<file path="src/gww_pkg.sv">
// Package: shared types and constants for the greedy word wrap block
`timescale 1ns / 1ps

package gww_pkg;

  localparam logic [7:0]  NEWLINE_BYTE = 8'h0A;
  localparam logic [7:0]  SPACE_BYTE   = 8'h20;
  localparam logic [7:0]  MIN_WIDTH    = 8'd4;
  localparam logic [7:0]  WIDTH_RESET  = 8'd62;
  localparam logic [15:0] POS_BOUND    = 16'hFFFF;

  typedef enum logic {
    ACT_TEXT = 1'b0,
    ACT_END  = 1'b1
  } action_t;

  typedef struct packed {
    action_t    action;
    logic [7:0] text_byte;
  } in_item_t;

  typedef struct packed {
    logic [15:0] line_start;
    logic [7:0]  line_length;
    logic        last_line;
    logic        overflow;
  } out_item_t;

endpackage

</file>
<file path="src/greedy_word_wrap_top.sv">
// Top level: greedy word wrap of a byte stream into line records
//
// Input channel in_valid / in_stall / in_data carries one beat per text byte
// (action = text) or an end-of-text marker (action = end). Output channel
// out_valid / out_stall / out_data carries line records: start position,
// length, last-line mark and overflow flag. A beat is taken at a rising edge
// with valid high and stall low.
// The config channel cfg_valid / cfg_ready / cfg_data writes wrap_width
// (widths below 4 act as 4); cfg_ready is always high. Write it only while
// the block is idle.
// An input beat is held in the input register, and its record is then
// registered in the result register; a stall on the output can hold the beat
// in between. Throughput is one beat per cycle while the receiver does not
// stall, set by the single update of the running counters per cycle.
// Newlines, space breaks and hard breaks yield one record; other bytes and
// discarded bytes beyond position 65534 yield none. End of text always
// yields a record and clears the text state.
// Reset (rst, synchronous) empties both registers, clears the text state and
// sets wrap_width to 62. When the receiver stalls, the result register holds
// its beat and the input register fills; in_stall then rises.
`timescale 1ns / 1ps

module greedy_word_wrap_top (
  input  logic                clk,
  input  logic                rst,
  input  logic                in_valid,
  output logic                in_stall,
  input  gww_pkg::in_item_t   in_data,
  output logic                out_valid,
  input  logic                out_stall,
  output gww_pkg::out_item_t  out_data,
  input  logic                cfg_valid,
  output logic                cfg_ready,
  input  logic [7:0]          cfg_data
);

  logic               in_reg_valid;
  gww_pkg::in_item_t  in_reg;
  logic [7:0]         wrap_width;

  logic [15:0] byte_position;
  logic [15:0] current_line_start;
  logic [15:0] last_space_position;
  logic        space_seen;
  logic [8:0]  column_count;
  logic        overflow_seen;

  logic [15:0] byte_position_next;
  logic [15:0] current_line_start_next;
  logic [15:0] last_space_position_next;
  logic        space_seen_next;
  logic [8:0]  column_count_next;
  logic        overflow_seen_next;

  logic               advance;
  logic               emit;
  gww_pkg::out_item_t result;
  logic [7:0]         width_eff;
  logic [8:0]         col_inc;
  logic               is_space;
  logic [15:0]        space_pos;
  logic [15:0]        len_space;
  logic [15:0]        len_hard;
  logic [15:0]        col_after_space;

  assign cfg_ready = 1'b1;
  assign advance   = in_reg_valid && (!out_valid || !out_stall);
  assign in_stall  = in_reg_valid && !advance;

  always_comb begin
    width_eff = (wrap_width < gww_pkg::MIN_WIDTH) ? gww_pkg::MIN_WIDTH : wrap_width;
    is_space  = (in_reg.text_byte == gww_pkg::SPACE_BYTE);
    col_inc   = column_count + 9'd1;
    space_pos = is_space ? byte_position : last_space_position;
    len_space = space_pos - current_line_start;
    len_hard  = byte_position - current_line_start;
    col_after_space = byte_position - space_pos;

    byte_position_next       = byte_position;
    current_line_start_next  = current_line_start;
    last_space_position_next = last_space_position;
    space_seen_next          = space_seen;
    column_count_next        = column_count;
    overflow_seen_next       = overflow_seen;
    emit                     = 1'b0;
    result.line_start        = current_line_start;
    result.line_length       = column_count[7:0];
    result.last_line         = 1'b0;
    result.overflow          = overflow_seen;

    if (in_reg.action == gww_pkg::ACT_END) begin
      emit                     = 1'b1;
      result.last_line         = 1'b1;
      byte_position_next       = '0;
      current_line_start_next  = '0;
      last_space_position_next = '0;
      space_seen_next          = 1'b0;
      column_count_next        = '0;
      overflow_seen_next       = 1'b0;
    end else if (byte_position >= gww_pkg::POS_BOUND) begin
      overflow_seen_next = 1'b1;
    end else begin
      byte_position_next = byte_position + 16'd1;
      if (in_reg.text_byte == gww_pkg::NEWLINE_BYTE) begin
        emit                    = 1'b1;
        current_line_start_next = byte_position + 16'd1;
        column_count_next       = '0;
        space_seen_next         = 1'b0;
      end else begin
        last_space_position_next = space_pos;
        space_seen_next          = space_seen || is_space;
        column_count_next        = col_inc;
        if (col_inc > {1'b0, width_eff}) begin
          emit            = 1'b1;
          space_seen_next = 1'b0;
          if (space_seen || is_space) begin
            result.line_length      = len_space[7:0];
            current_line_start_next = space_pos + 16'd1;
            column_count_next       = col_after_space[8:0];
          end else begin
            result.line_length      = len_hard[7:0];
            current_line_start_next = byte_position;
            column_count_next       = 9'd1;
          end
        end
      end
    end
  end

  always_ff @(posedge clk) begin
    if (rst) begin
      in_reg_valid        <= 1'b0;
      out_valid           <= 1'b0;
      wrap_width          <= gww_pkg::WIDTH_RESET;
      byte_position       <= '0;
      current_line_start  <= '0;
      last_space_position <= '0;
      space_seen          <= 1'b0;
      column_count        <= '0;
      overflow_seen       <= 1'b0;
    end else begin
      if (cfg_valid && cfg_ready) begin
        wrap_width <= cfg_data;
      end
      if (in_valid && !in_stall) begin
        in_reg_valid <= 1'b1;
        in_reg       <= in_data;
      end else if (advance) begin
        in_reg_valid <= 1'b0;
      end
      if (advance) begin
        out_valid           <= emit;
        out_data            <= result;
        byte_position       <= byte_position_next;
        current_line_start  <= current_line_start_next;
        last_space_position <= last_space_position_next;
        space_seen          <= space_seen_next;
        column_count        <= column_count_next;
        overflow_seen       <= overflow_seen_next;
      end else if (out_valid && !out_stall) begin
        out_valid <= 1'b0;
      end
    end
  end

endmodule
</file>
<file path="config.mk">
export PLATFORM = sky130hd
export DESIGN_NAME = greedy_word_wrap_top
export DESIGN_NICKNAME = d
export VERILOG_FILES = /design/src/gww_pkg.sv /design/src/greedy_word_wrap_top.sv
export SDC_FILE = /design/constraint.sdc
export NUM_CORES = 1
export LEC_CHECK = 0
export BUFFER_PORTS_ARGS = -buffer_cell sky130_fd_sc_hd__buf_2
export CAP_MARGIN = 15
export CORE_ASPECT_RATIO = 0.5
export CORE_UTILIZATION = 61
export DETAILED_ROUTE_END_ITERATION = 10
export PLACE_DENSITY = 0.79
export SLEW_MARGIN = 20
export SYNTH_ARGS = -nofsm -noshare
export SYNTH_HDL_FRONTEND = slang
export SYNTH_SLANG_ARGS = --single-unit
export TNS_END_PERCENT = 1
</file>
<file path="constraint.sdc">
create_clock -name clk -period 4.82 [get_ports clk]
set_clock_uncertainty 0.2 [all_clocks]
set_input_delay 0.964 -clock clk [delete_from_list [all_inputs] [get_ports clk]]
set_output_delay 0.964 -clock clk [all_outputs]
set_load 0.02 [all_outputs]
</file>
* Word-level counts from Yosys, hierarchy flattened
Cells that the tools add are included.
** Cells by class
- Add/subtract/negate cells :: 6
- Magnitude comparators :: 3
- Eq/ne operators :: 4
- Muxes and demuxes :: 37
- Bitwise gates (word level) :: 1
- Reductions and logical operators :: 20
** Operator list (count)
- 16-bit two-way mux :: 11
- 8-bit two-way mux :: 6
- 9-bit two-way mux :: 5
- 16-bit by 1-bit adder with 16-bit output (second input constant) :: 2
- 16-bit >= comparator (second input constant) :: 1
- 8-bit subtractor :: 2
- 1-bit two-way mux :: 15
- 9-bit by 1-bit adder with 9-bit output (second input constant) :: 1
- 9-bit by 8-bit > comparator with 1-bit output :: 1
- 9-bit subtractor :: 1
- 8-bit by 4-bit equality test with 1-bit output (second input constant) :: 1
- 8-bit by 6-bit equality test with 1-bit output (second input constant) :: 1
- 8-bit by 3-bit < comparator with 1-bit output (second input constant) :: 1
- 2-bit AND reduction :: 4
- 3-bit AND reduction :: 2
- 2-bit nonzero test :: 3
- 1-bit logical AND :: 4
- 1-bit logical NOT :: 4
- 2-bit != test (second input constant) :: 2
- 3-bit nonzero test :: 1
- 1-bit logical OR :: 2
- 1-bit inverter :: 1
** Word-level totals
- Flip-flop bits (word level) :: 104
- Input port bits :: 22
- Output and inout port bits :: 29
- Word-level logic and storage cells :: 86

* Longest topological paths before layout
- Depth in word-level cells :: 8
- Gate-level depth with buffers :: 17
- Depth with buffers taken out :: 14

* Worst setup path before layout
No wires, ideal clock.
- Path type :: register to register
- From :: reg in_reg[0] (netlist bit)
- To :: reg current_line_start[12]
- Library setup time :: 0.117 ns
- Arrival time :: 3.654 ns
- Data required time :: 4.503 ns
- Setup slack :: 0.850 ns
- Stages on the path, launching flop included :: 16
- Buffers on the path :: 4
- Clock period less this slack :: 3.970 ns
- Path through :: edfxtp_1 or4_1 buf_2 or2_4 buf_6 clkbuf_1 o21ai_0 ha_1 clkbuf_1 nand4_1 nor4_1 a41oi_4 nor2_4 mux2i_1 o22ai_1 a22o_1
** On the way
- Longest elaborated chain between the ends :: 8
- Elaborated cells on any way between the ends :: 12
- Classes of those cells :: add/sub (1); eq/ne (2); mux (6); reduce/logical (3)
** Ends and longest elaborated chain
- start: declaration :: line greedy_word_wrap_top.sv:38 : gww_pkg::in_item_t in_reg;
- start signal: assignment :: line greedy_word_wrap_top.sv:147 : in_reg <= in_data;
- 8-bit by 6-bit equality test with 1-bit output :: line greedy_word_wrap_top.sv:72 : is_space = (in_reg.text_byte == gww_pkg::SPACE_BYTE);
- 16-bit two-way mux :: line greedy_word_wrap_top.sv:74 : space_pos = is_space ? byte_position : last_space_position;
- 16-bit by 1-bit adder with 16-bit output :: line greedy_word_wrap_top.sv:118 : current_line_start_next = space_pos + 16'd1;
- 16-bit two-way mux :: line greedy_word_wrap_top.sv:116 : if (space_seen || is_space) begin
- 16-bit two-way mux :: line greedy_word_wrap_top.sv:113 : if (col_inc > {1'b0, width_eff}) begin
- 16-bit two-way mux :: line greedy_word_wrap_top.sv:104 : if (in_reg.text_byte == gww_pkg::NEWLINE_BYTE) begin
- 16-bit two-way mux :: line greedy_word_wrap_top.sv:100 : end else if (byte_position >= gww_pkg::POS_BOUND) begin
- 16-bit two-way mux :: line greedy_word_wrap_top.sv:91 : if (in_reg.action == gww_pkg::ACT_END) begin
- end signal: assignment :: line greedy_word_wrap_top.sv:155 : current_line_start <= current_line_start_next;
- end: declaration :: line greedy_word_wrap_top.sv:42 : logic [15:0] current_line_start;
Parallel ways exist; a longest one is shown, timed or not. The select of a mux whose other input is x is not followed.
A chain may end at the register's enable or synchronous reset.

* Final worst setup path
Ends and elaborated chain as after synthesis.

==> summary.txt <==
Worst setup path
  • Critical Path Fanout Max: 39
  • Cell family with most CP delay: simple AND/OR/NAND/NOR gates
  • Startpoint Class: register
  • Cells along the critical path: or4_1 -> or2_4 -> o21ai_0 -> ha_1 -> nand4_1 -> nor4_1 -> a41oi_4 -> nor2_4 -> mux2i_1 -> o22ai_1 -> a22o_1
  • Worst path arrival time: between 4000 and 5000 ps
  • Worst setup path class: reg -> reg
  • CP bufs+invs: 0
  • Max stage delay cell, worst path: or4_1
  • Crit end category: register
  • Worst EP required: slightly below 5000 ps
  • Worst path max stage delay: 660 ps

Logic synthesis
  • Asr flop ratio synth: 0
  • Xor-xnor portion of the synthesized cell area: 0.0463
  • Post-synth EDFFs: 35
  • Mapped Cells: 726
  • Largest family of logic cells by synthesized area: simple AND/OR/NAND/NOR gates
  • Top FF cell, synth: dfxtp_1
  • Post-Synth Simple-Gate Area: 0.208
  • Synth area leader: dfxtp_1
  • Complex-gate fraction of the synthesized area: 0.206
  • Share of the synthesized area in the top cell type: 0.221
  • Netlist cell types: 72
  • Ys Warns: 0
  • Synth Register Bits: ~100
  • Adder-cell share of the synthesized area: 0.0586
  • Mapped cell area: between 6000 and 7000 um^2
  • Multiplexer area fraction after synthesis: 0.0417
  • Synth top area cells: dfxtp_1 (22%), edfxtp_1 (17%), a21oi_1 (5.4%)
  • Mapped Nets: 776
  • Syn Area/Cell: 8.59 um^2
  • Post-synthesis sequential area ratio: 0.390

Layout
  • Max reg flops: 26
  • Final nets: 798
  • Final instance area: slightly below 7000 um^2
  • P&R area growth vs syn: 9.13%
  • Multi-input gate area: 3510 um^2
  • # diodes: 0
  • Layout cell share with drive strength beyond 1: 0.129
  • Commonest non-fill, non-tap cell in the layout: nor2_1
  • Fillers: 812
  • Register area: between 2000 and 2500 um^2
  • Biggest register: out_data
  • Post-route core utilization: 0.702
  • Most frequent cells in the layout: nor2_1 (80), dfxtp_1 (69), a21oi_1 (67)

GRT
  • GR Util All Layers: 0.327
  • GR Layer Usage met2: 0.497
  • Met3 Track Usage GR: 0.0665
  • Global-route wire length before repair: roughly 27000 um
  • Vias in the first global route: roughly 5000
  • Grt ovf: 0
  • Met1 Use GR: 0.457
  • Initial antenna violation count: 0
  • GR peak layer: met2
  • Maximum number of pins on one net before global-route repair: 40

Floorplanning
  • Chip height: 73.5 um
  • Die area: ~11000 um^2
  • Starting Density: 0.643
  • Cell Rows: 25
  • I/O pin count: 51
  • Core area: 9700 um^2
  • Die Wd: 145 um

Status
  • Outcome: finished clean

Pwr
  • Pwr Total: 1.71 mW
  • Max IR drop VDD: 169 uV
  • PwrDens: 251 nW/um^2
  • LEAKAGE: 2.49 nW

Timing
  • Pins over their slew limit: 0
  • Final setup vio count: 0
  • Setup TNS: 0 ps
  • Fin crit share: 0.902
  • Slew headroom: 0.350
  • RSZ-0062 raised after global routing: no
  • Fin crit period: 4350 ps
  • Max Fclk: 230 MHz
  • Final hold viol count: 0
  • Worst slew pin tran: between 900 and 1000 ps

Detailed routing
  • Post-DRT Antenna Nets: 0
  • Detailed Routing Iterations Pass 1: 6
  • Post-Route WL: 16700 um
  • DRC errors left: 0
  • Via density: about 6.4
  • Initial DRC Count: between 600 and 700
  • Via count: 5673
  • Post-DR wirelength/cell: 18.8 um

Clocking
  • Clock latency on the worst-skew pair: ~350 ps
  • CTS buffer count: 9
  • CTS tree: built
  • Htree depth: 3
  • Hold-fix buffers, CTS: 0
  • Post-CTS Setup Bufs: 0
  • Clock tree buffer depth: 2
  • CTS root buffer: clkbuf_16
  • Post-cts resize count: 0
  • Clock-pin slew on the worst setup and hold paths: roughly 70 ps
  • Clk sinks: 104

Flow run
  • Maxcap violations: 0

Hold path
  • Path type of the worst min-delay path: reg -> reg

Placed design
  • Placed inst area: about 6500 um^2
  • PortBufs: slightly below 50
  • Post-DP HPWL: 12000 um
  • Routability cong.: 0.938
[Yosys cell counts, drive strengths merged, types with 9 or more instances]
cell and count:
xnor2 14, a21o 9, mux2i 17, a21oi 67, o21ai 38, buf 14
dfxtp 69, nand3 35, ha 26, clkbuf 34, nand4 12, nor2 84
or3 12, a22o 13, nor3 13, nand2 60, edfxtp 35, and3 9
inv 26, xor2 19
[where the power goes]
group / switching (mW) / total, mW / internal [mW] / leakage, nW
Combinational: 0.0647 / 0.0971 / 0.0323 / 1.47
Clock: 0.317 / 0.680 / 0.363 / 0.128
Sequential: 0.0101 / 0.929 / 0.919 / 0.891
[final cells by class]
class | instances | area share
Timing Repair Buffer | 59 | 0.0471
Sequential cell | 104 | 0.357
Tap cell | 135 | 0.0248
Clock inverter | 5 | 0.00478
Clock buffer | 11 | 0.0357
Multi-Input combinational cell | 547 | 0.516
Inverter | 27 | 0.0149
[cells by family after synthesis]
group	count (synthesis)
AO/OA/AOI/OAI	195
XOR/XNOR	33
adder cells (fa/ha/maj)	28
buffers and inverters	75
flip-flops	104
multiplexers	25
other	1
AND/OR/NAND/NOR	265
[worst register-to-register path, stage by stage, from the launching register on]
cell      delay [ps]
edfxtp_1         460
or4_1            660
or2_4            470
o21ai_0          470
ha_1             440
nand4_1          190
nor4_1           550
a41oi_4          110
nor2_4           220
mux2i_1          200
o22ai_1          100
a22o_1           180
[stage by stage]
| stage | hold WS (ps) | setup WS (ps) | instances |
|---|---|---|---|
| 6_report | 229 | 470 | 888 |
| 5_1_grt | 238 | 238 | 888 |
| 4_1_cts | 224 | 515 | 888 |
| 3_5_place_dp | 208 | 563 | 872 |
| 3_3_place_gp | 210 | 752 | 872 |
| 2_1_floorplan | 200 | 850 | 726 |
[final timing paths]
path,depth (start not counted),startpoint,slack (ps),end
setup / recovery,11,in_reg[0],470,current_line_start[12]
hold / removal,0,current_line_start[9],230,out_data[19]
setup reg to reg,11,in_reg[0],470,current_line_start[12]
hold reg to reg,0,current_line_start[9],230,out_data[19]
[routing by layer]
metal  routed length, um  part of all wire  up-vias
met4                 512             0.031        0
met5                   0                 0        -
li1                    -                 -     2698
met1                7540              0.45     2616
met3                1600             0.096       56
met2                7080              0.42      303
(Power assumes the default switching activity.)
